## config.mk

```make
export PLATFORM = sky130hd
export DESIGN_NAME = knn_ctrl
export DESIGN_NICKNAME = d
export VERILOG_FILES = /design/src/rtl/core/knn_pkg.sv /design/src/rtl/core/knn_ctrl.sv
export VERILOG_INCLUDE_DIRS = /design/src /design/src/rtl/core
export SDC_FILE = /design/constraint.sdc
export NUM_CORES = 1
export LEC_CHECK = 0
export BUFFER_PORTS_ARGS = -buffer_cell sky130_fd_sc_hd__buf_2
export CAP_MARGIN = 20
export CORE_AREA = 2 2 39 41
export DETAILED_ROUTE_END_ITERATION = 16
export DIE_AREA = 0 0 41 43
export PLACE_DENSITY_LB_ADDON = 0.12
export SLEW_MARGIN = 10
export SYNTH_ARGS = -nofsm -noshare
export SYNTH_HDL_FRONTEND = slang
export SYNTH_SLANG_ARGS = --single-unit
```

## constraint.sdc

```tcl
create_clock -name clk -period 1.8 [get_ports clk]
set_clock_uncertainty 0.2 [all_clocks]
set_input_delay 0 -clock clk [delete_from_list [all_inputs] [get_ports clk]]
set_output_delay 0 -clock clk [all_outputs]
set_load 0.02 [all_outputs]
```

## src/rtl/core/assert_macros.svh

```systemverilog
// Assertion helpers shared by the RTL
`ifndef ASSERT_MACROS_SVH
`define ASSERT_MACROS_SVH
`ifndef SYNTHESIS
`define ASSERT_CLK(label, clk, rst_n, prop, msg) \
  label: assert property (@(posedge clk) disable iff (!rst_n) (prop)) else $error(msg);
`define ASSERT_NEXT(label, clk, rst_n, ante, cons, msg) \
  label: assert property (@(posedge clk) disable iff (!rst_n) (ante) |=> (cons)) else $error(msg);
`else
`define ASSERT_CLK(label, clk, rst_n, prop, msg)
`define ASSERT_NEXT(label, clk, rst_n, ante, cons, msg)
`endif
`endif

```

## src/rtl/core/knn_pkg.sv

```systemverilog
package knn_pkg;
  localparam int MAX_DIM     = 1024;
  localparam int MAX_K       = 64;
  localparam int MAX_BASE    = 1048576;
  localparam int SAMPLE_BITS = 16;
  localparam int DIM_W  = $clog2(MAX_DIM);
  localparam int K_W    = $clog2(MAX_K);
  localparam int BASE_W = $clog2(MAX_BASE) + 1;
  localparam int ID_W   = 20;
  localparam int DIST_W = 44;
  localparam logic [DIST_W-1:0] DIST_MAX = {DIST_W{1'b1}};

  typedef enum logic [1:0] {
    KIND_QUERY = 2'd0,
    KIND_BASE  = 2'd1,
    KIND_END   = 2'd2,
    KIND_NONE  = 2'd3
  } kind_t;

  typedef enum logic [2:0] {
    ST_IDLE, ST_ELEM, ST_ACC, ST_INS, ST_EMIT
  } state_t;

  localparam logic [0:0] REG_TOP = 1'b0;
  localparam logic [0:0] REG_LEN = 1'b1;

  // controller -> datapath
  typedef struct packed {
    logic load;     // capture input, read query store
    logic elem;     // process element (query write / base square)
    logic acc;      // accumulate square, maybe finish vector
    logic insert;   // insert finished vector into list
    logic emit;     // present entry emit_idx
    logic clear;    // end of set: clear list and counters
  } dp_cmd_t;

  // datapath -> controller
  typedef struct packed {
    logic       is_query;
    logic       is_base;
    logic       is_end;
    logic       finish;     // vector finished in acc step
    logic       emit_done;  // all entries emitted
  } dp_stat_t;
endpackage

```

## src/rtl/core/knn_ctrl.sv

```systemverilog
`include "assert_macros.svh"
module knn_ctrl (
  input  logic              clk,
  input  logic              rst_n,
  input  logic              start,
  output logic              busy,
  output knn_pkg::dp_cmd_t  cmd,
  input  knn_pkg::dp_stat_t stat
);
  import knn_pkg::*;

  state_t state_r, state_nxt;

  always_ff @(posedge clk) begin
    if (!rst_n) state_r <= ST_IDLE;
    else        state_r <= state_nxt;
  end

  always_comb begin
    state_nxt = state_r;
    cmd       = '0;
    busy      = (state_r != ST_IDLE);
    unique case (state_r)
      ST_IDLE: begin
        if (start) begin
          cmd.load  = 1'b1;
          state_nxt = ST_ELEM;
        end
      end
      ST_ELEM: begin
        priority if (stat.is_query) begin
          cmd.elem  = 1'b1;
          state_nxt = ST_IDLE;
        end else if (stat.is_base) begin
          cmd.elem  = 1'b1;
          state_nxt = ST_ACC;
        end else if (stat.is_end) begin
          state_nxt = ST_EMIT;
        end else begin
          state_nxt = ST_IDLE;
        end
      end
      ST_ACC: begin
        cmd.acc   = 1'b1;
        state_nxt = stat.finish ? ST_INS : ST_IDLE;
      end
      ST_INS: begin
        cmd.insert = 1'b1;
        state_nxt  = ST_IDLE;
      end
      ST_EMIT: begin
        cmd.emit = 1'b1;
        if (stat.emit_done) begin
          cmd.clear = 1'b1;
          state_nxt = ST_IDLE;
        end
      end
      default: state_nxt = ST_IDLE;
    endcase
  end

  `ASSERT_NEXT(a_load_busy, clk, rst_n, cmd.load, busy, "load did not raise busy")
  `ASSERT_CLK(a_cmd_onehot, clk, rst_n, $onehot0({cmd.load, cmd.elem, cmd.acc, cmd.insert, cmd.emit}), "commands overlap")
  `ASSERT_NEXT(a_ins_idle, clk, rst_n, cmd.insert, state_r == ST_IDLE, "insert not single cycle")
endmodule

```

======== Word level (Yosys, flattened, before mapping) ========
Cells that the tools add are included.
storage, ports and cells
  register bits ........................... 3
  output and inout bits ................... 7
  word-level logic and storage cells ...... 26
operators by class
  equal/unequal tests ..................... 6
  multiplexer cells ....................... 16
  reduce and logical (&&, ||, !) cells .... 3
operators by type and width
  kind                                            number
  2-to-1 mux 3 bit                                5
  case mux 3 bit (4 select lines)                 1
  2-to-1 mux 1 bit                                8
  == test 3 x 2 -> 1 bit (second input constant)  2
  2-to-1 mux 2 bit                                2
  != test 2 bit (second input constant)           2
  == test 3 x 1 -> 1 bit (second input constant)  1
  == test 3 bit (second input constant)           1
  logical NOT 3 bit                               1
  nonzero test 3 bit                              1
  AND reduction 2 bit                             1

======== Depth between registers and ports, before layout ========
  word-level depth ........................ 4
  depth in mapped cells ................... 3
  mapped depth without buffers ............ 2

======== Worst setup path before layout ========
Ideal clock, no wire load.
  path type ............................... register to output
  start ................................... register state_r[1]
  end ..................................... output cmd[0] in the netlist's numbering
  arrival ................................. 1.105 ns
  path slack .............................. 0.495 ns
  cell stages (with the launch flop) ...... 4
  buffers on the path ..................... 1
  cells stage by stage .................... dfxtp_1 -> buf_6 -> nor3b_2 -> and2_1
RTL lines
  element                   line            RTL
  start: declaration        knn_ctrl.sv:12  state_t state_r, state_nxt;
  start signal: assignment  knn_ctrl.sv:16  else state_r <= state_nxt;
  end: declaration          knn_ctrl.sv:7   output knn_pkg::dp_cmd_t cmd,

======== Worst setup path in the final report ========
  start ................................... register state_r[1]
  end ..................................... register state_r[2]
between the ends
  cells in the longest elaborated chain, start to end .. 3
ends and longest elaborated chain
  element                                                    line            RTL
  == test 3 bit / logical NOT 3 bit (equally long branches)  knn_ctrl.sv:23  unique case (state_r)
  != test 2 bit (no line)                                    -
  AND reduction 2 bit (no line)                              -
Several ways; a longest one is shown, not always the timed one.
A chain may end at the register's enable or synchronous reset.

==> results by group <==
Run status
  • Status: finished clean

Clocking
  • CTS Sinks: 3
  • Clk root buf: clkbuf_4
  • TritonCTS clock tree: done
  • Bufs on Longest Clock Path: 2
  • TritonCTS Buffers: 3
  • H-tree depth: 1
  • CTS clk-pin slew, worst paths: 0.04 ns
  • Clock Latency Late Sink: 0.23 ns
  • Resize count post-CTS: 0

Global routing
  • Gr ovfl total: 0
  • Total global-route track usage: 6.921%
  • Initial antenna violation count: 0
  • Largest net degree at the start of global routing: 9
  • Global-route wire length before repair: 828 um
  • Vias in the first global route: 216

Die
  • # IOs: 15
  • Core Rows: 14
  • Vert. Die Dim: 43 um
  • Width of the die: 41 um
  • Initial Utilization: 15.37%
  • Core area: 1384 um^2
  • Die ar.: 1763 um^2

Synth
  • Cell area after synthesis: 212.7 um^2
  • Synth top area cells: dfxtp_1 (28%), nor3b_1 (7.1%), nor3b_2 (5.9%)
  • Synth cell types: 18
  • Area leader, netlist: dfxtp_1
  • Mapped Nets: 30
  • Synth Instances: 22
  • Sequential-to-total area share from yosys stat: 28.24%
  • Top-area cell type share of the netlist area: 28.24%
  • Synthesis-stage register bit count: 3
  • Yosys warnings: 0
  • Syn Area/Cell: 9.668 um^2

Critical path
  • Required @ worst endpoint: 1.71 ns
  • WS Path Type: reg -> reg
  • CP delay by family, top: buffers and inverters
  • CP startpoint: state_r[1]$_SDFFE_PN0P_
  • CP max stage delay: 0.54 ns
  • CP max-delay cell: dlygate4sd3_1
  • Worst path cell trace: nor3b_2, a32o_1, dlygate4sd3_1
  • Startpoint Class: flip-flop
  • Cell count along the critical path: 3
  • R2r setup slk: 0.10 ns
  • CP endpoint kind: flip-flop
  • Critical path endpoint: state_r[2]$_SDFFE_PN0P_
  • Worst R2R End: state_r[2]$_SDFFE_PN0P_
  • Buffers & Inverters on Critical Path: 1
  • Worst R2R Path Depth: 3
  • CP max FO: 8
  • R2r startpoint: state_r[1]$_SDFFE_PN0P_
  • Critical path arrival: 1.61 ns

Detailed routing
  • Vias: 238
  • WL/cell: 8.738 um
  • Final WL: 533 um
  • DRT iter0 DRCs: 0
  • Antenna-violating nets left: 0
  • DR pass1 iterations: 1
  • DRC violations left: 0
  • Vias per inst: 3.902

Finish
  • Most common cell after layout, fill and taps aside: buf_2
  • Most frequent cells in the layout: buf_2 (14), dlygate4sd3_1 (6), clkbuf_4 (3), dfxtp_1 (3)
  • Largest Register: state_r
  • Layout area overhead: 77.65%
  • Largest register FFs: 3
  • Layout cell share with drive strength beyond 1: 46.67%
  • Nets: 54
  • Largest regs: state_r: 3 flops
  • N_diodes: 0

Timing
  • Setup TNS: 0 ns
  • Worst slew pin tran: 0.2837 ns
  • Minimum clock period: 1.697 ns
  • Unrepaired setup endpoints after global routing: false
  • Final period util: 94.25%
  • Final count of negative-setup-slack endpoints: 0
  • Worst rel slew slack: 81.06%
  • Final Max Slew Viols: 0
  • Hold Vio Cnt, Final: 0
  • Setup WS post-layout: 0.1035 ns
  • Max frequency: 589.4 MHz

Power and ir drop
  • Peak VDD IR: 487.2 uV
  • Power Density: 624.6 nW/um^2
  • Leak: 0.0001889 uW

Placement
  • Dpl hpwl: 414.6 um
  • Port Buf Inserts: 14
  • Pre-CTS WS: 0.5698 ns
  • Global placement routability congestion: 0.6633

Worst hold path
  • Hold WC Path Type: in -> out

Job
  • Max Cap Viol: 0
## synthesized netlist by cell type
| master | instances |
|---|---|
| nor2_2 | 1 |
| nor3b_2 | 1 |
| inv_1 | 2 |
| nand3b_1 | 1 |
| a32o_1 | 1 |
| o21a_1 | 1 |
| nor3b_1 | 2 |
| a21oi_1 | 1 |
| nor3_1 | 1 |
| buf_6 | 1 |
| nor4bb_1 | 1 |
| mux2i_1 | 1 |
| dfxtp_1 | 3 |
| nand4bb_1 | 1 |
| and3b_2 | 1 |
| or3_4 | 1 |
| nand2b_1 | 1 |
| and2_1 | 1 |
## routing by layer
metal / track usage [%] / up-vias / wire [um]
met5: 0 / - / 0
met4: 2.000 / 0 / 0
met3: 4.712 / 0 / 65
met2: 9.063 / 13 / 219
met1: 8.974 / 100 / 248
li1: - / 125 / -
## power by group
part | internal [uW] | leakage [uW] | switching [uW]
Sequential | 69.1 | 0.0000245 | 4.17
Clock | 83.0 | 0.0000150 | 34.1
Combinational | 25.6 | 0.000149 | 20.0
Total | 178 | 0.000189 | 58.3
## area by class of cell
type,count,area [um^2]
clock buffers,4,26.28
fillers,169,1006
inverters,2,7.507
multi-input cells,16,133.9
flip-flops and latches,3,60.06
well taps,16,20.02
repair buffers,20,130.1
## how the worst min path moves through the flow
stage / slack, ns / end / startpoint / depth (start not counted)
4_1_cts: 0.14 / cmd[5] / start / 4
5_1_grt: 0.16 / cmd[5] / start / 4
3_3_place_gp: 0.1 / state_r[1]$_SDFFE_PN0P_ / stat[1] / 3
2_1_floorplan: -0.09 / cmd[5] / start / 2
6_report: 0.14 / cmd[5] / start / 4
3_5_place_dp: 0.09 / state_r[1]$_SDFFE_PN0P_ / stat[1] / 3
## through the flow
| stage | cells | utilization (%) | power, uW | area [um^2] | hold slack, ns |
|---|---|---|---|---|---|
| finish | 61 | 27.31 | 236.0 | 377.9 | 0.1352 |
| global route | 61 | 27.31 | 253.7 | 377.9 | 0.1569 |
| CTS | 61 | 27.31 | 243.9 | 377.9 | 0.1412 |
| detailed placement | 51 | 21.07 | 112.8 | 291.5 | 0.08921 |
| global placement | 51 | 21.07 | 112.5 | 291.5 | 0.09758 |
| floorplan | 22 | - | 96.78 | 212.7 | -0.09428 |
## repair_timing
action                                 in CTS  in global routing
hold buffers                                6                  0
endpoints found under the hold margin       3                  0
buffers inserted                            0                  0
## cells by family after synthesis
| family | synth area share [%] |
|---|---|
| simple gates | 47.65 |
| compound gates | 10.59 |
| flops | 28.24 |
| buf+inv | 8.824 |
| mux | 4.706 |
## worst min-delay path, cell delays in order
cell and delay, ns:
buf_2 0.10, inv_1 0.05, nor2_2 0.03, buf_2 0.14
Note: power is estimated with default switching activity, not from simulation.
